==> config.mk <==
export PLATFORM = sky130hd
export DESIGN_NAME = med3_fifo
export DESIGN_NICKNAME = d
export VERILOG_FILES = /design/src/rtl/med3_pkg.sv /design/src/rtl/med3_fifo.sv
export SDC_FILE = /design/constraint.sdc
export NUM_CORES = 1
export LEC_CHECK = 0
export BUFFER_PORTS_ARGS = -buffer_cell sky130_fd_sc_hd__buf_2
export CAP_MARGIN = 20
export CORE_MARGIN = 2
export CORE_UTILIZATION = 30
export CTS_CLUSTER_SIZE = 16
export DETAILED_ROUTE_END_ITERATION = 16
export HOLD_SLACK_MARGIN = 0.03
export PLACE_DENSITY_LB_ADDON = 0.1
export SLEW_MARGIN = 10
export SYNTH_ARGS = -nofsm -noshare
export SYNTH_HDL_FRONTEND = slang
export SYNTH_SLANG_ARGS = --single-unit
==> constraint.sdc <==
create_clock -name clk -period 3.35 [get_ports clk]
set_input_delay 0.5025 -clock clk [delete_from_list [all_inputs] [get_ports clk]]
set_output_delay 0.5025 -clock clk [all_outputs]
set_load 0.02 [all_outputs]
==> src/rtl/med3_pkg.sv <==
`timescale 1ns / 1ps

package med3_pkg;

  // Field widths
  localparam int PIX_W   = 8;
  localparam int COORD_W = 11;
  localparam int CFG_W   = 12;
  localparam int CFG_AW  = 2;

  // Stream word widths (tdata padded to whole bytes)
  localparam int IN_TDATA_W  = 8;
  localparam int OUT_FIELD_W = PIX_W + 2 * COORD_W;
  localparam int OUT_TDATA_W = ((OUT_FIELD_W + 7) / 8) * 8;

  // Register indexes
  localparam logic [CFG_AW-1:0] REG_FRAME_WIDTH  = CFG_AW'(0);
  localparam logic [CFG_AW-1:0] REG_FRAME_HEIGHT = CFG_AW'(1);

  // Default sizes
  localparam int DEF_MAX_WIDTH  = 2048;
  localparam int DEF_MAX_HEIGHT = 2048;
  localparam int RST_WIDTH      = 640;
  localparam int RST_HEIGHT     = 480;

  // Queue between front and back
  localparam int QDEPTH = 4;
  localparam int QPW    = $clog2(QDEPTH);
  localparam int QLW    = $clog2(QDEPTH + 1);

  // 3x3 window, index row*3 + col, oldest column first
  typedef logic [8:0][PIX_W-1:0] win_t;

  // Everything but the window that a queued word carries
  typedef struct packed {
    logic [PIX_W-1:0]   pix;
    logic [COORD_W-1:0] row;
    logic [COORD_W-1:0] col;
    logic               med;   // emits the median centred one up, one left
    logic               bord;  // emits itself as a border pixel
  } side_t;

  typedef struct packed {
    win_t  win;
    side_t side;
  } item_t;

  // Queue write and head
  typedef struct packed {
    logic  valid;
    item_t item;
  } q_push_t;

  typedef struct packed {
    logic  valid;
    item_t item;
  } q_head_t;

  // Compare and swap: smaller value goes to slot i
  function automatic win_t cmp_swap(input win_t w, input int i, input int j);
    win_t r;
    r = w;
    if (w[i] > w[j]) begin
      r[i] = w[j];
      r[j] = w[i];
    end
    return r;
  endfunction

  // Median-of-nine network, first three levels
  function automatic win_t net_a(input win_t w);
    win_t t;
    t = w;
    t = cmp_swap(t, 1, 2); t = cmp_swap(t, 4, 5); t = cmp_swap(t, 7, 8);
    t = cmp_swap(t, 0, 1); t = cmp_swap(t, 3, 4); t = cmp_swap(t, 6, 7);
    t = cmp_swap(t, 1, 2); t = cmp_swap(t, 4, 5); t = cmp_swap(t, 7, 8);
    return t;
  endfunction

  // Next three levels
  function automatic win_t net_b(input win_t w);
    win_t t;
    t = w;
    t = cmp_swap(t, 0, 3); t = cmp_swap(t, 5, 8); t = cmp_swap(t, 4, 7);
    t = cmp_swap(t, 3, 6); t = cmp_swap(t, 1, 4); t = cmp_swap(t, 2, 5);
    t = cmp_swap(t, 4, 7);
    return t;
  endfunction

  // Last three levels, median lands in slot 4
  function automatic logic [PIX_W-1:0] net_c(input win_t w);
    win_t t;
    t = w;
    t = cmp_swap(t, 4, 2);
    t = cmp_swap(t, 6, 4);
    t = cmp_swap(t, 4, 2);
    return t[4];
  endfunction

endpackage

==> src/rtl/med3_fifo.sv <==
`timescale 1ns / 1ps

module med3_fifo import med3_pkg::*; (
  input  logic           clk,
  input  logic           rst_n,
  input  q_push_t        q_push,
  input  logic           q_pop,
  output q_head_t        q_head,
  output logic [QLW-1:0] q_level
);

  item_t          mem_r [QDEPTH];
  logic [QPW-1:0] wr_ptr_r;
  logic [QPW-1:0] rd_ptr_r;
  logic [QLW-1:0] level_r;

  function automatic logic [QPW-1:0] ptr_inc(input logic [QPW-1:0] p);
    return (p == QPW'(QDEPTH - 1)) ? '0 : p + QPW'(1);
  endfunction

  // Pointers and fill level
  always_ff @(posedge clk) begin
    if (!rst_n) begin
      wr_ptr_r <= '0;
      rd_ptr_r <= '0;
      level_r  <= '0;
    end else begin
      if (q_push.valid) begin
        wr_ptr_r <= ptr_inc(wr_ptr_r);
      end
      if (q_pop) begin
        rd_ptr_r <= ptr_inc(rd_ptr_r);
      end
      if (q_push.valid && !q_pop) begin
        level_r <= level_r + QLW'(1);
      end else if (!q_push.valid && q_pop) begin
        level_r <= level_r - QLW'(1);
      end
    end
  end

  // Entry storage
  always_ff @(posedge clk) begin
    if (q_push.valid) begin
      mem_r[wr_ptr_r] <= q_push.item;
    end
  end

  assign q_head.valid = level_r != '0;
  assign q_head.item  = mem_r[rd_ptr_r];
  assign q_level      = level_r;

endmodule

* After elaboration in Yosys (flattened, before gate mapping)
Memories as Yosys holds them, arrays and structs flattened. A register that Yosys moved wholly into a read port is not among the register bits.
Index checks and enable logic that the tools add are counted.
** Word-level totals
- Bits in writable memories :: 416
- Bits in registers :: 7
- Memories :: 1
- ROM bits :: 0
- Latch bits :: 0
** Memories
- mem_r :: depth 4, bits a word 104, read ports 1, clocked after Yosys merged registers in 1, write ports 1, RTL line med3_fifo.sv:12 : item_t mem_r [QDEPTH];
** Operators by class
- Add/subtract/negate cells :: 4
- Divide/modulo/power cells :: 0
- Reductions and logical operators :: 6
- Multipliers :: 0
- Order comparisons :: 0
- Bitwise gates (word level) :: 0
- Mux-type cells :: 8
- Shift-type cells :: 0
- Equal/unequal tests :: 2
** Operator list (number)
- $mux 2 :: 4
- $mux 3 :: 2
- $add 2x1->2 const B :: 2
- $eq 2x2->1 const B :: 2
- $add 3x1->3 const B :: 1
- $reduce_bool 3->1 :: 1
- $sub 3x1->3 const B :: 1
- $logic_and 1x1->1 :: 2
- $logic_not 1->1 :: 2
- $mux 1 :: 2
- $reduce_bool 2->1 :: 1

* Logic depth before layout (Yosys ltp)
- Depth in word-level cells :: 4
- Mapped depth :: 7
- Gate-level depth less buffers :: 7

* Least setup slack after synthesis
Ideal clock, no wire load.
- Kind :: flip-flop to flip-flop
- Start point :: register wr_ptr_r[0]
- End point :: memory mem_r[3][0] (netlist name) (enable)
- Setup time :: 474 ps
- Slack :: -70 ps
- Arrival :: 2946 ps
- Required time :: 2876 ps
- Stages on the path, launching flop included :: 3
- Path through :: dfxtp_1 ha_1 and2_1
** RTL lines
- start, declared :: RTL line med3_fifo.sv:13 : logic [QPW-1:0] wr_ptr_r;
- start signal, assigned :: RTL line med3_fifo.sv:29 : wr_ptr_r <= ptr_inc(wr_ptr_r);
- end, declared :: RTL line med3_fifo.sv:12
No word-level cell before the write port.

==> results.yml <==
outcome:
  result_of_the_run: "completed"
timing:
  final_worst_slack_ns: 0.608
  timing.slew.headroom_pct: 44.2
  finalSetupViolations: 0
  max_slew.worst_pin.slew_ns: 0.837
  finalClockSkew_ns: 0.00971
  pins_over_slew_limit: 0
  clock.fmax_mhz: 365
  period_needed_ns: 2.74
  post-route-period-util_pct: 81.8
  setup-tns-final_ns: 0
  hold_viol: 0
  timing.hold.ws_ns: 0.156
  grt_setup_unrepaired: "false"
place:
  place.gp.congestion: 0.702
  dp_worst_setup_slack_ns: 1.13
  placement.cell_area_mm2: 0.0175
  place_inst: 1473
  numPortBuffers: 215
  dp_hpwl_um: 19400
layout:
  area.growth.synth_to_final_pct: 21.7
  utilization_pct: 36.8
  instances_no_fill: 1554
  fin_nets: 956
  finish.instance_area_mm2: 0.0188
  fill_cells: 4694
  post_route_cells_drive_above_1_share_pct: 45.8
clock_network:
  cts_max_level: 2
  worst_path_clk_slew_ns: 0.06
  cts.path.max_buffers: 3
  clockRootBuffer: "sky130_fd_sc_hd__clkbuf_16"
  tritoncts.num_buffers: 46
  post_cts_sizing_count: 0
  cts_sinks: 425
  insertion_delay_ns: 0.55
  post-cts-setup-buffers: 0
  tritoncts: "done"
  cts-hold-fix-buffers: 0
run:
  maxCapViolations: 0
setup_path:
  critical-path-max-stage-delay_ns: 0.58
  critical_path.cell_chain: "buf_12, mux4_2, buf_2"
  worst-endpoint-required_ns: 2.85
  setup.worst_path.start_class: "flop"
  worstReg2RegStart: "wr_ptr_r[0]"
  cpMaxStageDelayCell: "sky130_fd_sc_hd__mux4_2"
  worst-setup-path-type: "reg -> out"
  cp_num_buf_inv: 2
  cp_endpoint_kind: "primary output"
  critPathMaxFanout: 48
  timing.critical_path.arrival_ns: 2.24
  critPathTopFamily: "multiplexers"
yosys:
  yosys.area.top_type_share_pct: 80.7
  synthesis.nets: 702
  ys_async_sr_fraction_pct: 0
  ys_dominant_reg_cell: "sky130_fd_sc_hd__edfxtp_1"
  synth_top_area_cells: "sky130_fd_sc_hd__edfxtp_1 81%, sky130_fd_sc_hd__mux4_2 15%, sky130_fd_sc_hd__dfxtp_1 1.2%"
  synth_edf_count: 416
  synth_cell_types: 21
  synthDominantAreaCellType: "sky130_fd_sc_hd__edfxtp_1"
  synth_area_per_cell_um2: 26.4
  mapped_cells: 587
  ys.warnings.count: 0
  syn-cell-area_mm2: 0.0155
  synth_seq_area_share_pct: 81.9
  synth_seq_cells: 425
route:
  total_routed_length_um: 32400
  routedWlPerCell_um: 20.8
  via_per_inst: 4.48
  first_pass_iteration_count_of_the_detailed_router: 4
  route.vias.total: 6955
  ant_nets: 0
  drt_iter0_drc: 351
  post-route-drc-count: 0
global_route:
  grt_antenna_before_repair: 6
  grt_pass1_wl_um: 48600
  overflow_left_after_global_routing: 0
  grt_start_max_net_pins: 54
  global_route_total_usage_across_every_layer_pct: 12.2
  via_count_of_the_first_global_routing_pass: 7945
die:
  floorplan.rows: 83
  floorplan.initialDensity_pct: 30.2
  pin_count: 216
  coreArea_mm2: 0.0512
  die_w_um: 231
  die_h_um: 231
  floorplan.die_area_mm2: 0.0534
min_path:
  timing.hold.worst.class: "in -> reg"
  worstHoldStart: "q_push[50]"
pwr:
  vdd_ir_drop_max_uv: 318
  total_chip_power_mw: 11.9
  static-leakage-power_nw: 6.22
  pwr_density_cell_mw_per_mm2: 631
cells by family after synthesis:
kind of cell / synth area share, %
multiplexers: 15.4
adder cells (fa/ha/maj): 0.614
AO/OA/AOI/OAI: 0.129
flip-flops: 81.9
XOR/XNOR: 0.113
AND/OR/NAND/NOR: 0.542
buffers and inverters: 1.33
worst register-to-register path: stages, from the launching register on:
cell,delay [ns]
sky130_fd_sc_hd__dfxtp_1,0.39
sky130_fd_sc_hd__ha_1,0.21
sky130_fd_sc_hd__and2_4,0.66
sky130_fd_sc_hd__buf_12,0.36
cell type report:
cell class | instances | area [um2] | area share [%]
multi-input combinational | 134 | 2610 | 13.9
timing repair buffer | 230 | 1310 | 6.98
sequential | 425 | 12700 | 67.3
tap | 680 | 851 | 4.52
inverter | 4 | 15.0 | 0.0797
antenna | 2 | 5.00 | 0.0266
clock inverter | 22 | 141 | 0.751
clock buffer | 57 | 1210 | 6.45
placed cells by master (no fill, tap or decap):
cell,count
sky130_fd_sc_hd__o21a_1,1
sky130_fd_sc_hd__clkbuf_1,10
sky130_fd_sc_hd__bufinv_16,1
sky130_fd_sc_hd__diode_2,2
sky130_fd_sc_hd__clkbuf_16,47
sky130_fd_sc_hd__xor2_1,1
sky130_fd_sc_hd__nor2b_1,5
sky130_fd_sc_hd__or3_1,2
sky130_fd_sc_hd__edfxtp_1,416
sky130_fd_sc_hd__fa_1,1
sky130_fd_sc_hd__inv_6,1
sky130_fd_sc_hd__o21ai_0,1
sky130_fd_sc_hd__clkinv_1,10
sky130_fd_sc_hd__inv_8,1
sky130_fd_sc_hd__mux2i_1,4
sky130_fd_sc_hd__clkinv_4,1
sky130_fd_sc_hd__clkinvlp_4,2
sky130_fd_sc_hd__nor3_1,1
sky130_fd_sc_hd__buf_12,10
sky130_fd_sc_hd__ha_1,6
sky130_fd_sc_hd__dfxtp_4,2
sky130_fd_sc_hd__inv_1,4
sky130_fd_sc_hd__clkinv_2,6
sky130_fd_sc_hd__a21boi_0,1
sky130_fd_sc_hd__dfxtp_1,7
sky130_fd_sc_hd__mux4_2,104
sky130_fd_sc_hd__and2_4,4
sky130_fd_sc_hd__buf_2,215
sky130_fd_sc_hd__buf_4,5
sky130_fd_sc_hd__xnor2_1,1
sky130_fd_sc_hd__and2_1,1
sky130_fd_sc_hd__nor2_1,1
per-layer routing:
metal / track usage (%) / vias up / share of wire (%)
met4: 3.79 / 8 / 2.4
met2: 20.3 / 193 / 49
li1: - / 3033 / -
met3: 4.13 / 64 / 6.9
met5: 0 / - / 0.14
met1: 14.9 / 3657 / 42
Yosys cell counts, drive strengths merged (2+ instances only):
cell type and number:
or3 2, ha 6, clkbuf 5, edfxtp 416
inv 4, buf 19, nor2b 5, mux4 104
dfxtp 9, mux2i 4, and2 5
worst paths after layout:
kind	to	slack, ns	cells past startpoint
setup / recovery	q_head[51]	0.61	3
hold reg to reg	q_level[2]	0.56	2
setup reg to reg	mem_r[3][77]	1.39	3
hold / removal	mem_r[1][50]	0.16	1
sequential cells by signal, summed over array words and instances (netlist names), named ones only:
register  cells
wr_ptr_r      2
q_level       3
rd_ptr_r      2
mem_r       416
power breakdown:
part	leakage (nW)	switching, mW	internal (mW)
registers	3.90	0.0588	6.09
clock network	0.659	1.94	2.63
logic	1.67	0.699	0.456
total	6.22	2.70	9.18
(Power assumes the default switching activity.)
