==> config.mk <==
export PLATFORM = sky130hd
export DESIGN_NAME = med3_back
export DESIGN_NICKNAME = d
export VERILOG_FILES = /design/src/rtl/med3_pkg.sv /design/src/rtl/med3_back.sv
export SDC_FILE = /design/constraint.sdc
export NUM_CORES = 1
export LEC_CHECK = 0
export ABC_AREA = 1
export BUFFER_PORTS_ARGS = -buffer_cell sky130_fd_sc_hd__buf_2
export CAP_MARGIN = 20
export CORE_MARGIN = 2
export CORE_UTILIZATION = 40
export DETAILED_ROUTE_END_ITERATION = 8
export PLACE_DENSITY = 0.65
export SYNTH_ARGS = -nofsm -noshare
export SYNTH_HDL_FRONTEND = slang
export SYNTH_SLANG_ARGS = --single-unit
==> constraint.sdc <==
create_clock -name clk -period 11.2 [get_ports clk]
set_input_delay 1.12 -clock clk [delete_from_list [all_inputs] [get_ports clk]]
set_output_delay 1.12 -clock clk [all_outputs]
set_load 0.02 [all_outputs]
==> src/rtl/med3_pkg.sv <==
`timescale 1ns / 1ps

package med3_pkg;

  // Field widths
  localparam int PIX_W   = 8;
  localparam int COORD_W = 11;
  localparam int CFG_W   = 12;
  localparam int CFG_AW  = 2;

  // Stream word widths (tdata padded to whole bytes)
  localparam int IN_TDATA_W  = 8;
  localparam int OUT_FIELD_W = PIX_W + 2 * COORD_W;
  localparam int OUT_TDATA_W = ((OUT_FIELD_W + 7) / 8) * 8;

  // Register indexes
  localparam logic [CFG_AW-1:0] REG_FRAME_WIDTH  = CFG_AW'(0);
  localparam logic [CFG_AW-1:0] REG_FRAME_HEIGHT = CFG_AW'(1);

  // Default sizes
  localparam int DEF_MAX_WIDTH  = 2048;
  localparam int DEF_MAX_HEIGHT = 2048;
  localparam int RST_WIDTH      = 640;
  localparam int RST_HEIGHT     = 480;

  // Queue between front and back
  localparam int QDEPTH = 4;
  localparam int QPW    = $clog2(QDEPTH);
  localparam int QLW    = $clog2(QDEPTH + 1);

  // 3x3 window, index row*3 + col, oldest column first
  typedef logic [8:0][PIX_W-1:0] win_t;

  // Everything but the window that a queued word carries
  typedef struct packed {
    logic [PIX_W-1:0]   pix;
    logic [COORD_W-1:0] row;
    logic [COORD_W-1:0] col;
    logic               med;   // emits the median centred one up, one left
    logic               bord;  // emits itself as a border pixel
  } side_t;

  typedef struct packed {
    win_t  win;
    side_t side;
  } item_t;

  // Queue write and head
  typedef struct packed {
    logic  valid;
    item_t item;
  } q_push_t;

  typedef struct packed {
    logic  valid;
    item_t item;
  } q_head_t;

  // Compare and swap: smaller value goes to slot i
  function automatic win_t cmp_swap(input win_t w, input int i, input int j);
    win_t r;
    r = w;
    if (w[i] > w[j]) begin
      r[i] = w[j];
      r[j] = w[i];
    end
    return r;
  endfunction

  // Median-of-nine network, first three levels
  function automatic win_t net_a(input win_t w);
    win_t t;
    t = w;
    t = cmp_swap(t, 1, 2); t = cmp_swap(t, 4, 5); t = cmp_swap(t, 7, 8);
    t = cmp_swap(t, 0, 1); t = cmp_swap(t, 3, 4); t = cmp_swap(t, 6, 7);
    t = cmp_swap(t, 1, 2); t = cmp_swap(t, 4, 5); t = cmp_swap(t, 7, 8);
    return t;
  endfunction

  // Next three levels
  function automatic win_t net_b(input win_t w);
    win_t t;
    t = w;
    t = cmp_swap(t, 0, 3); t = cmp_swap(t, 5, 8); t = cmp_swap(t, 4, 7);
    t = cmp_swap(t, 3, 6); t = cmp_swap(t, 1, 4); t = cmp_swap(t, 2, 5);
    t = cmp_swap(t, 4, 7);
    return t;
  endfunction

  // Last three levels, median lands in slot 4
  function automatic logic [PIX_W-1:0] net_c(input win_t w);
    win_t t;
    t = w;
    t = cmp_swap(t, 4, 2);
    t = cmp_swap(t, 6, 4);
    t = cmp_swap(t, 4, 2);
    return t[4];
  endfunction

endpackage

==> src/rtl/med3_back.sv <==
`timescale 1ns / 1ps

module med3_back import med3_pkg::*; (
  input  logic                   clk,
  input  logic                   rst_n,
  input  q_head_t                q_head,
  output logic                   q_pop,
  output logic                   out_tvalid,
  input  logic                   out_tready,
  output logic [OUT_TDATA_W-1:0] out_tdata,  // [7:0] pixel_out, [18:8] out_row, [29:19] out_col
  output logic                   out_tlast   // last_of_run
);

  localparam int PAD_W = OUT_TDATA_W - OUT_FIELD_W;

  logic               p1_valid_r;
  logic               p2_valid_r;
  logic               p3_valid_r;
  win_t               p1_win_r;
  win_t               p2_win_r;
  side_t              p1_side_r;
  side_t              p2_side_r;
  side_t              p3_side_r;
  logic [PIX_W-1:0]   p3_med_r;
  logic               phase_r;

  logic               out_valid_r;
  logic [PIX_W-1:0]   out_pix_r;
  logic [COORD_W-1:0] out_row_r;
  logic [COORD_W-1:0] out_col_r;
  logic               out_last_r;

  logic               first;
  logic [PIX_W-1:0]   word_pix;
  logic [COORD_W-1:0] word_row;
  logic [COORD_W-1:0] word_col;
  logic               word_last;
  logic               out_load;
  logic               p3_done;
  logic               adv;

  // Word from the last stage: median first, then the border pixel
  always_comb begin
    first     = p3_side_r.med && !phase_r;
    word_pix  = first ? p3_med_r : p3_side_r.pix;
    word_row  = first ? p3_side_r.row - COORD_W'(1) : p3_side_r.row;
    word_col  = first ? p3_side_r.col - COORD_W'(1) : p3_side_r.col;
    word_last = first ? !p3_side_r.bord : 1'b1;
  end

  assign out_load = !out_valid_r || out_tready;
  assign p3_done  = p3_valid_r && out_load && word_last;
  assign adv      = !p3_valid_r || p3_done;
  assign q_pop    = adv && q_head.valid;

  // Pipeline and output control
  always_ff @(posedge clk) begin
    if (!rst_n) begin
      p1_valid_r  <= 1'b0;
      p2_valid_r  <= 1'b0;
      p3_valid_r  <= 1'b0;
      phase_r     <= 1'b0;
      out_valid_r <= 1'b0;
    end else begin
      if (adv) begin
        p1_valid_r <= q_pop;
        p2_valid_r <= p1_valid_r;
        p3_valid_r <= p2_valid_r;
        phase_r    <= 1'b0;
      end else if (p3_valid_r && out_load) begin
        phase_r <= 1'b1;
      end
      if (out_load) begin
        out_valid_r <= p3_valid_r;
      end
    end
  end

  // Median network, three levels per stage
  always_ff @(posedge clk) begin
    if (adv) begin
      p1_win_r  <= net_a(q_head.item.win);
      p1_side_r <= q_head.item.side;
      p2_win_r  <= net_b(p1_win_r);
      p2_side_r <= p1_side_r;
      p3_med_r  <= net_c(p2_win_r);
      p3_side_r <= p2_side_r;
    end
  end

  // Output register
  always_ff @(posedge clk) begin
    if (out_load) begin
      out_pix_r  <= word_pix;
      out_row_r  <= word_row;
      out_col_r  <= word_col;
      out_last_r <= word_last;
    end
  end

  assign out_tvalid = out_valid_r;
  assign out_tdata  = {{PAD_W{1'b0}}, out_col_r, out_row_r, out_pix_r};
  assign out_tlast  = out_last_r;

endmodule

-- Word-level counts from Yosys, hierarchy flattened
Index checks and enable logic that the tools add are counted.
W data, S select, Z words.
- flip-flop bits (word level): 236
- input bits: 108
- output and inout port bits: 35
- logic and storage cells: 109
- $add $sub $neg: 2
- $lt $le $gt $ge: 19
- muxes and demuxes: 39
- bitwise gates (word level): 1
- reduce and logical (&&, ||, !) cells: 11
- operators by type and width (cell ; count):
    $mux W16 ; 15
    $mux W8 ; 21
    $gt A8 B8 Y1 ; 19
    $mux W11 ; 2
    $sub A11 B1 Y11 const B ; 2
    $logic_and A1 B1 Y1 ; 4
    $logic_not A1 Y1 ; 4
    $logic_or A1 B1 Y1 ; 2
    $reduce_or A2 Y1 ; 1
    $mux W1 ; 1
    $not A1 Y1 ; 1

-- Depth between registers and ports, before layout
Gate-level depths: netlist (run 1).
- depth in word-level cells: 11
- depth in mapped cells: 35
- depth with buffers taken out: 33

-- Worst setup path before layout (run 1)
Ideal clock, no wire load.
- path type: in2out
- from: input port out_tready
- to: output port q_pop
- arrival time: 6880 ps
- data required time: 10080 ps
- path slack: 3200 ps
- cell stages on the path: 6
- buffers on the path: 0
- path through: inv_1 -> nand2_1 -> nand2_1 -> nand2_1 -> nand2_1 -> inv_1
- cells in the longest elaborated chain, start to end: 5
- ends and longest elaborated chain (element ; line ; RTL):
    start: declaration ; med3_back.sv:9 ; input logic out_tready,
    $logic_or A1 B1 Y1 ; med3_back.sv:51 ; assign out_load = !out_valid_r || out_tready;
    $logic_and A1 B1 Y1 (2 in a row) ; med3_back.sv:52 ; assign p3_done = p3_valid_r && out_load && word_last;
    $logic_or A1 B1 Y1 ; med3_back.sv:53 ; assign adv = !p3_valid_r || p3_done;
    named net adv ; med3_back.sv:40 ; logic adv;
    $logic_and A1 B1 Y1 ; med3_back.sv:54 ; assign q_pop = adv && q_head.valid;
    end: declaration ; med3_back.sv:7 ; output logic q_pop,
The timed path passes the listed nets, and every way through them passes these cells.

-- Final worst setup path (run 1)
- from: input port q_head[103] (netlist name)
- to: register p1_win_r[57] (netlist name), data pin
- cells in the longest elaborated chain, start to end: 8
- ends and longest elaborated chain (element ; line ; RTL):
    start: declaration ; med3_back.sv:6 ; input q_head_t q_head,
    $gt A8 B8 Y1 ; med3_pkg.sv:63 ; if (w[i] > w[j]) begin
    $mux W16 (*) ; med3_pkg.sv:63 ;
    $mux W16 (*) ; med3_back.sv:81 ; if (adv) begin
    $gt A8 B8 Y1 ; med3_pkg.sv:63 ;
    $mux W16 ; med3_pkg.sv:63 ;
    $mux W16 ; med3_back.sv:81 ;
    $gt A8 B8 Y1 ; med3_pkg.sv:63 ;
    $mux W16 (*) ; med3_pkg.sv:63 ;
    end signal: assignment ; med3_back.sv:82 ; p1_win_r <= net_a(q_head.item.win);
    end: declaration ; med3_back.sv:19 ; win_t p1_win_r;
Every way passes the cells marked *; elsewhere a longest branch is shown, timed or not. The select of a mux whose other input is x is not followed.
A chain may end at the register's enable or synchronous reset.

==> impl_metrics.json, run 1 <==
{
  "hold_viol": 0,
  "drc_errors": 0,
  "grt_pass1_wl_um": 49200,
  "finalMaxSlewViolations": 0,
  "cts_tree": "built",
  "reg2reg_from": "p1_win_r[35]$_DFFE_PP_",
  "arrival_ps": 6610,
  "dpl.cell_count": 2225,
  "tightest_slew_ps": 1250,
  "fill_cells": 3391,
  "hpwlAfterDp_um": 24100,
  "synth-seq-cells": 236,
  "min_path_type": "reg2reg",
  "io_pins": 143,
  "fin_tns_setup_ps": 0,
  "yosysSeqAreaShare_pct": 47.6,
  "start_util_pct": 40.5,
  "final_cells": 2275,
  "grt_max_degree": 73,
  "antenna-diode-count": 0,
  "r2r_end": "p2_win_r[32]$_DFFE_PP_",
  "viasPerCell": 4.85,
  "core_um2": 36500,
  "wl_um": 30700,
  "fin_ws_ps": 4860,
  "endpoint_kind": "flop",
  "vdd_drop_max_mv": 0.240,
  "placed_area_um2": 16000,
  "clkTransAtPathRegs_ps": 60,
  "seq_power_share_pct": 26.9,
  "dp_slack_ps": 4400,
  "hold_depth": 0,
  "synthArstFlopShare_pct": 0,
  "synth_xor_area_share_pct": 0.947,
  "hold_end": "p3_side_r[14]$_DFFE_PP_",
  "timing.final.crit_share_pct": 56.6,
  "ant_nets": 0,
  "reg2regPathDepth": 25,
  "cts_root_buf": "clkbuf_16",
  "final_core_util_pct": 46.2,
  "num_vias": 11000,
  "synth_top_family_by_area": "simple AND/OR/NAND/NOR gates",
  "drive_gt1_share_pct": 13.9,
  "synthMuxAreaShare_pct": 0,
  "port_buffers": 140,
  "wl_met3_um": 1130,
  "status": "completed",
  "core.rowCount": 70,
  "antenna_found_initial": 0,
  "highest_layer": "met4",
  "clock_path_buffers": 3,
  "whs_ps": 418,
  "die_area_um2": 38500,
  "synth_compound_area_share_pct": 8.87,
  "holdCritStartpoint": "p2_side_r[14]$_DFFE_PP_",
  "combPwrFrac_pct": 57.3,
  "powerDensity_nw_per_um2": 329,
  "fmax_mhz": 158,
  "ys_warn_count": 0,
  "area_growth_syn_to_layout_pct": 13.9,
  "p_leak_nw": 8.20,
  "clock_skew_ps": 10.6,
  "clockPowerShare_pct": 15.8,
  "power.internal_mw": 3.06,
  "synth_edf_count": 231,
  "wl_per_cell_um": 13.5,
  "die_x_um": 196,
  "clk_latency_ps": 520,
  "cts-htree-levels": 1,
  "cts_sinks": 236,
  "setup_viol": 0,
  "place_congestion": 0.881,
  "cp.required_ps": 11470,
  "cts_setup_buffers": 0,
  "finalPower_mw": 5.55,
  "switching_share_pct": 45.0,
  "synth_area_um2": 14800,
  "drtIter0Drc": 645,
  "first_global_vias": 10300,
  "grt_util_all_layers_pct": 15.7,
  "synthAdderAreaFrac_pct": 12.3,
  "synthSimpleGateAreaFrac_pct": 23.1,
  "startpoint_type": "primary input",
  "met2_length_um": 15200,
  "grt-ovfl-total": 0,
  "relSlewSlack_pct": 16.5,
  "avgSynthCellArea_um2": 8.99,
  "fin_crit_ps": 6340,
  "cap_violations": 0,
  "ys_top_cells_by_area": "edfxtp_1, ha_1, nand2_1",
  "rsz0062_at_grt": "false",
  "post_cts_resized": 0,
  "synthFlopType": "edfxtp_1",
  "postLayoutCellArea_um2": 16900,
  "synth_top_area_share_pct": 46.9,
  "wl_met1_um": 13700,
  "switchingPower_mw": 2.50,
  "path_class": "in2reg",
  "die_y_um": 196,
  "synth.distinct_cells": 42,
  "cts_made_buffers": 26,
  "nNetsFinal": 2041,
  "hold_buffers": 0,
  "postSynthCellCount": 1646,
  "reg2reg_slack_ps": 5800,
  "dr.pass1.iters": 5,
  "yosysTopAreaCell": "edfxtp_1",
  "critPathMaxFanout": 31
}
-- cell families after synthesis --
family          after synthesis
compound gates              229
xor+xnor                     16
fa+ha+maj                   146
buf+inv                     270
flops                       236
other cells                   1
simple gates                748
-- cells in the mapped netlist, types with 2 or more instances --
master	count
a211oi_1	10
a21o_1	3
a21oi_1	96
a32oi_1	3
and2_1	35
buf_1	2
buf_2	8
buf_4	3
buf_6	3
clkbuf_1	19
dfxtp_1	5
edfxtp_1	231
ha_1	146
inv_1	230
inv_2	4
nand2_1	431
nand2_2	26
nand2_4	10
nand3_1	128
nand3_2	5
nand3b_4	2
nand4_1	3
nand4_2	3
nand4_4	3
nor2_1	81
nor2_2	4
nor2_4	6
nor3_1	9
o211ai_1	3
o21a_1	38
o21ai_0	51
o21ai_1	18
o21bai_1	3
o31ai_1	2
xnor2_1	7
xor2_1	9
-- layer usage --
metal  global-route usage, %  up-vias
li1                        -     5803
met1                    20.1     4985
met2                    28.0      209
met3                    1.96       48
met4                    4.12        0
met5                       0        -
-- layout by cell type (no fill, tap or decap), drive strengths merged, types with 3 or more instances in the layout --
cell | Yosys | layout
o21bai | 3 | 3
nand2 | 467 | 467
xor2 | 9 | 9
nand4 | 9 | 9
and2 | 35 | 35
o21a | 38 | 38
edfxtp | 231 | 231
o211ai | 3 | 3
clkbuf | 19 | 35
inv | 234 | 235
o21ai | 69 | 69
a21oi | 96 | 96
nor3 | 9 | 9
dfxtp | 5 | 5
ha | 146 | 146
nand3 | 133 | 133
bufinv | 0 | 4
a21o | 3 | 3
nor2 | 91 | 91
buf | 16 | 147
xnor2 | 7 | 7
a32oi | 3 | 3
a211oi | 10 | 10
clkinv | 1 | 7
-- worst max-delay path by stage --
stage / startpoint / end / slack [ps] / cells after the start
6_report: q_head[103] / p1_win_r[57]$_DFFE_PP_ / 4860 / 27
5_1_grt: q_head[103] / p1_win_r[59]$_DFFE_PP_ / 4240 / 27
4_1_cts: q_head[95] / p1_win_r[63]$_DFFE_PP_ / 4940 / 26
3_5_place_dp: q_head[95] / p1_win_r[63]$_DFFE_PP_ / 4400 / 26
3_3_place_gp: q_head[95] / p1_win_r[57]$_DFFE_PP_ / 4520 / 25
2_1_floorplan: out_tready / q_pop / 3200 / 6
-- flip-flops by register name, indices dropped and copies added, names as in the netlist, 8 cells and up --
signal,count
p3_med_r,8
out_row_r,11
p2_win_r,24
out_pix_r,8
p1_win_r,72
out_col_r,11
p2_side_r,32
p3_side_r,32
p1_side_r,32
-- worst max-delay path, cell delays in order --
cell	delay [ps]
buf_2	90
inv_1	80
ha_1	250
nand2_1	140
nor2_1	60
nor2_1	200
nand2_2	130
nand2_2	400
nand2_1	80
o21ai_0	100
inv_1	110
ha_1	310
a21oi_1	150
nor2_1	50
a211oi_1	310
nand2_4	140
nand2_4	220
nand2_1	140
and2_1	170
ha_1	290
nand2_1	70
o21ai_0	170
nand2_1	70
a32oi_1	900
inv_1	560
nand3_1	230
nand2_1	70
-- power by group through the flow --
| stage | clock network, mW | logic [mW] | registers, mW |
|---|---|---|---|
| finish | 0.877 | 3.18 | 1.49 |
| global route | 0.926 | 3.65 | 1.51 |
| CTS | 0.895 | 3.13 | 1.49 |
| detailed placement | 0 | 3.11 | 1.51 |
| global placement | 0 | 3.02 | 1.51 |
| floorplan | 0 | 2.39 | 1.48 |
-- cell type report --
| class | count | area (um2) | area share [%] |
|---|---|---|---|
| clock buffer | 35 | 716 | 4.25 |
| timing repair buffer | 147 | 748 | 4.44 |
| sequential | 236 | 7040 | 41.7 |
| clock inverter | 13 | 178 | 1.05 |
| tap | 468 | 586 | 3.47 |
| inverter | 235 | 882 | 5.23 |
| multi-input combinational | 1141 | 6710 | 39.8 |
No activity file was read; power rests on OpenSTA's default activity.
==> run 2: changes to the inputs <==
Settings changed: PLACE_DENSITY 0.65 to 0.67.
Clock period 11.2 ns to 5.3 ns, I/O delays scaled along.
==> impl_metrics.json, run 2 (synthesis results as in run 1) <==
{
  "status": "completed",
  "hpwlAfterDp_um": 24200,
  "port_buffers": 140,
  "hold_viol": 0,
  "critPathMaxFanout": 17,
  "start_util_pct": 40.5,
  "grt_util_all_layers_pct": 16.0,
  "area_growth_syn_to_layout_pct": 13.7,
  "core.rowCount": 70,
  "relSlewSlack_pct": 33.4,
  "die_area_um2": 38500,
  "first_global_vias": 10600,
  "rsz0062_at_grt": "false",
  "fin_tns_setup_ps": 0,
  "min_path_type": "in2reg",
  "finalPower_mw": 11.7,
  "clock_path_buffers": 3,
  "path_class": "reg2reg",
  "arrival_ps": 5040,
  "crit_slowest_cell": "edfxtp_1",
  "setup_viol": 0,
  "switchingPower_mw": 5.37,
  "timing.critical_path.mode_cell": "nand2_1",
  "cts_sinks": 236,
  "postLayoutCellArea_um2": 16800,
  "seq_power_share_pct": 26.9,
  "cts_root_buf": "clkbuf_16",
  "core_um2": 36500,
  "startpoint_type": "flop",
  "ant_nets": 0,
  "switching_share_pct": 45.9,
  "clk_latency_ps": 540,
  "drc_errors": 0,
  "clockPowerShare_pct": 14.2,
  "cp.required_ps": 5570,
  "reg2reg_slack_ps": 530,
  "cts-htree-levels": 1,
  "powerDensity_nw_per_um2": 695,
  "placed_area_um2": 16000,
  "fmax_mhz": 210,
  "wl_um": 30800,
  "die_x_um": 196,
  "power.internal_mw": 6.32,
  "cap_violations": 0,
  "cts_made_buffers": 26,
  "wl_per_cell_um": 13.5,
  "final_common_cell": "nand2_1",
  "seqCellArea_um2": 7040,
  "top_register": "p1_win_r",
  "cts_tree": "built",
  "grt_max_degree": 102,
  "fin_crit_ps": 4770,
  "clock_skew_ps": 8.84,
  "dp_slack_ps": 303,
  "vdd_drop_max_mv": 0.495,
  "finalMaxSlewViolations": 0,
  "clkTransAtPathRegs_ps": 60,
  "viasPerCell": 4.92,
  "timing.final.crit_share_pct": 90.0,
  "grt-ovfl-total": 0,
  "hold_buffers": 0,
  "fill_cells": 3410,
  "nNetsFinal": 2046,
  "num_vias": 11200,
  "mostFrequentLayoutCells": "nand2_1, edfxtp_1, inv_1",
  "dr.pass1.iters": 6,
  "drtIter0Drc": 813,
  "fin_ws_ps": 529,
  "drive_gt1_share_pct": 14.0,
  "antenna-diode-count": 0,
  "p_leak_nw": 8.16,
  "place_congestion": 0.883,
  "grt_pass1_wl_um": 50400,
  "io_pins": 143,
  "endpoint_kind": "flop",
  "cpPeakStageDelay_ps": 460,
  "antenna_found_initial": 0,
  "multi_input_area_um2": 6740,
  "tightest_slew_ps": 999,
  "die_y_um": 196,
  "largest_register_ffs": 72,
  "combPwrFrac_pct": 59.0
}
[run 2: cell count changes in the layout (fill, tap and decap cells not counted), moves of 2 or more]
cell / previous run / this run
buf_4: 5 / 12
bufinv_16: 4 / 1
clkinv_1: 1 / 7
buf_2: 142 / 140
[run 2: metrics by stage]
stage | hold slack, ps | instances | util (%)
global placement | 400 | 2232 | 43.9
CTS | 144 | 2280 | 46.0
floorplan | 400 | 1647 | -
finish | 168 | 2280 | 46.1
global route | 145 | 2280 | 46.1
detailed placement | 405 | 2232 | 43.9
[run 2: cell type report]
class | instances | area share, %
well taps | 468 | 3.48
inverters | 235 | 5.24
clock buffers | 32 | 4.00
flip-flops and latches | 236 | 41.8
repair buffers | 152 | 4.70
multi-input cells | 1141 | 40.0
clock inverters | 16 | 0.699
[run 2: worst paths after layout]
path	start	to	cells past startpoint
setup / recovery	p1_win_r[33]$_DFFE_PP_	p2_win_r[34]$_DFFE_PP_	32
hold / removal	q_head[30]	p1_side_r[30]$_DFFE_PP_	1
setup reg to reg	p1_win_r[33]$_DFFE_PP_	p2_win_r[34]$_DFFE_PP_	32
hold reg to reg	p2_side_r[7]$_DFFE_PP_	p3_side_r[7]$_DFFE_PP_	0
[run 2: worst max-delay path: cells and delay by family, from the launching register on]
| family | cells | cell delay, ps |
|---|---|---|
| AOI/OAI and AO/OA | 6 | 800 |
| adders and majority gates | 3 | 910 |
| buffers and inverters | 5 | 560 |
| DFF | 1 | 460 |
| and+or+nand+nor | 18 | 1770 |
[run 2: power by group through the flow]
stage	clock, mW	combinational, mW	sequential [mW]
floorplan	0	5.05	3.13
global placement	0	6.49	3.17
detailed placement	0	6.73	3.18
CTS	1.71	6.77	3.15
global route	1.78	7.91	3.19
finish	1.66	6.89	3.14
[run 2: metal layers]
metal / GRT usage, % / wire length, um / share of wire (%) / vias to the layer above
met5: 0 / 0 / 0 / -
met3: 1.89 / 1150 / 3.7 / 58
li1: - / - / - / 5802
met4: 5.42 / 938 / 3.0 / 0
met2: 28.2 / 15200 / 49 / 219
met1: 20.3 / 13500 / 44 / 5142
[run 2: what timing repair did]
item / in CTS / in global routing
gates resized for setup: 0 / 3
hold endpoints to repair: 0 / 0
setup endpoints to repair: 0 / 16
setup buffers: 0 / 0
==> run 3: changes to the inputs <==
Settings changed: BUFFER_PORTS_ARGS -buffer_cell sky130_fd_sc_hd__buf_2 to -buffer_cell sky130_fd_sc_hd__buf_4.
==> impl_metrics.json, run 3 (synthesis results as in run 1) <==
{
  "endpoint_kind": "flop",
  "p_leak_nw": 8.34,
  "final_common_cell": "nand2_1",
  "mostFrequentLayoutCells": "nand2_1, edfxtp_1, inv_1",
  "placed_area_um2": 16400,
  "wl_per_cell_um": 13.5,
  "num_vias": 11200,
  "cts_made_buffers": 26,
  "min_path_type": "in2reg",
  "arrival_ps": 5010,
  "place_congestion": 0.882,
  "die_y_um": 196,
  "vdd_drop_max_mv": 0.421,
  "core_um2": 36500,
  "ant_nets": 0,
  "clkTransAtPathRegs_ps": 60,
  "top_register": "p1_win_r",
  "io_pins": 143,
  "cp.required_ps": 5590,
  "die_x_um": 196,
  "hold_buffers": 0,
  "die_area_um2": 38500,
  "grt_max_degree": 100,
  "hpwlAfterDp_um": 24300,
  "cts-htree-levels": 1,
  "largest_register_ffs": 72,
  "clock_skew_ps": 21.2,
  "critPathMaxFanout": 24,
  "powerDensity_nw_per_um2": 689,
  "viasPerCell": 4.90,
  "clock_path_buffers": 3,
  "antenna-diode-count": 0,
  "cap_violations": 0,
  "grt_util_all_layers_pct": 16.0,
  "fin_tns_setup_ps": 0,
  "cts_setup_buffers": 0,
  "fmax_mhz": 212,
  "grt_pass1_wl_um": 50600,
  "timing.final.crit_share_pct": 89.1,
  "area_growth_syn_to_layout_pct": 16.6,
  "dr.pass1.iters": 6,
  "fill_cells": 3414,
  "nNetsFinal": 2052,
  "fin_crit_ps": 4720,
  "post_cts_resized": 0,
  "wl_um": 30800,
  "hold_viol": 0,
  "finalMaxSlewViolations": 0,
  "cts_root_buf": "clkbuf_16",
  "relSlewSlack_pct": 33.0,
  "drc_errors": 0,
  "startpoint_type": "flop",
  "rsz0062_at_grt": "false",
  "postLayoutCellArea_um2": 17200,
  "grt-ovfl-total": 0,
  "start_util_pct": 40.5,
  "drtIter0Drc": 678,
  "tightest_slew_ps": 1010,
  "first_global_vias": 10700,
  "whs_ps": 170,
  "antenna_found_initial": 0,
  "path_class": "reg2reg",
  "cts_sinks": 236,
  "dpl.cell_count": 2237,
  "status": "completed",
  "core.rowCount": 70,
  "drive_gt1_share_pct": 14.7,
  "setup_viol": 0,
  "final_cells": 2286,
  "clk_latency_ps": 530,
  "cts_tree": "built",
  "port_buffers": 140
}
-- run 3: path summary, 6_finish.rpt --
path              cells after the start  slack [ps]                       to                   start
setup / recovery                     21         580    p3_med_r[2]$_DFFE_PP_  p2_win_r[39]$_DFFE_PP_
setup reg to reg                     21         580    p3_med_r[2]$_DFFE_PP_  p2_win_r[39]$_DFFE_PP_
hold reg to reg                       0         400   p2_side_r[3]$_DFFE_PP_  p1_side_r[3]$_DFFE_PP_
hold / removal                        1         170  p1_side_r[20]$_DFFE_PP_              q_head[20]
-- run 3: through the flow --
stage	util (%)	total power [mW]	setup WS, ps
3_3_place_gp	44.9	9.81	226
6_report	47.2	11.9	577
4_1_cts	47.2	11.8	96.9
5_1_grt	47.2	13.1	36.0
3_5_place_dp	44.9	10.0	143
2_1_floorplan	-	8.17	351
-- run 3: critical path, stage by stage (launching register included) --
cell,delay (ps)
edfxtp_1,420
ha_1,310
nand2_1,70
nor2_1,170
nand4_1,120
nand2_1,510
nor2_1,80
a21oi_1,200
ha_1,280
a21oi_1,130
nor2_1,60
a211oi_1,240
nand2_2,90
nand2_1,190
nand2_1,110
and2_1,150
ha_1,320
nand4_1,190
o31ai_4,430
inv_1,230
nand2_1,100
nand2_1,50
-- run 3: final cells by class --
cell class	instances	area, um2	area share, %
clock buffer	28	658	3.82
clock inverter	20	163	0.943
inverter	235	882	5.11
multi-input combinational	1141	6740	39.1
sequential	236	7040	40.8
tap	468	586	3.39
timing repair buffer	158	1180	6.86
-- run 3: where the power goes --
group	total [mW]	internal (mW)	switching, mW
logic	7.04	2.60	4.44
registers	3.15	2.90	0.253
clock network	1.70	0.964	0.734
-- run 3: per-layer routing --
| metal | global-route usage [%] | vias to the layer above | share of wire [%] |
|---|---|---|---|
| met1 | 20.0 | 5163 | 45 |
| met5 | 0 | - | 0 |
| met4 | 3.84 | 0 | 2.2 |
| met3 | 1.67 | 49 | 2.6 |
| li1 | - | 5822 | - |
| met2 | 29.4 | 169 | 51 |
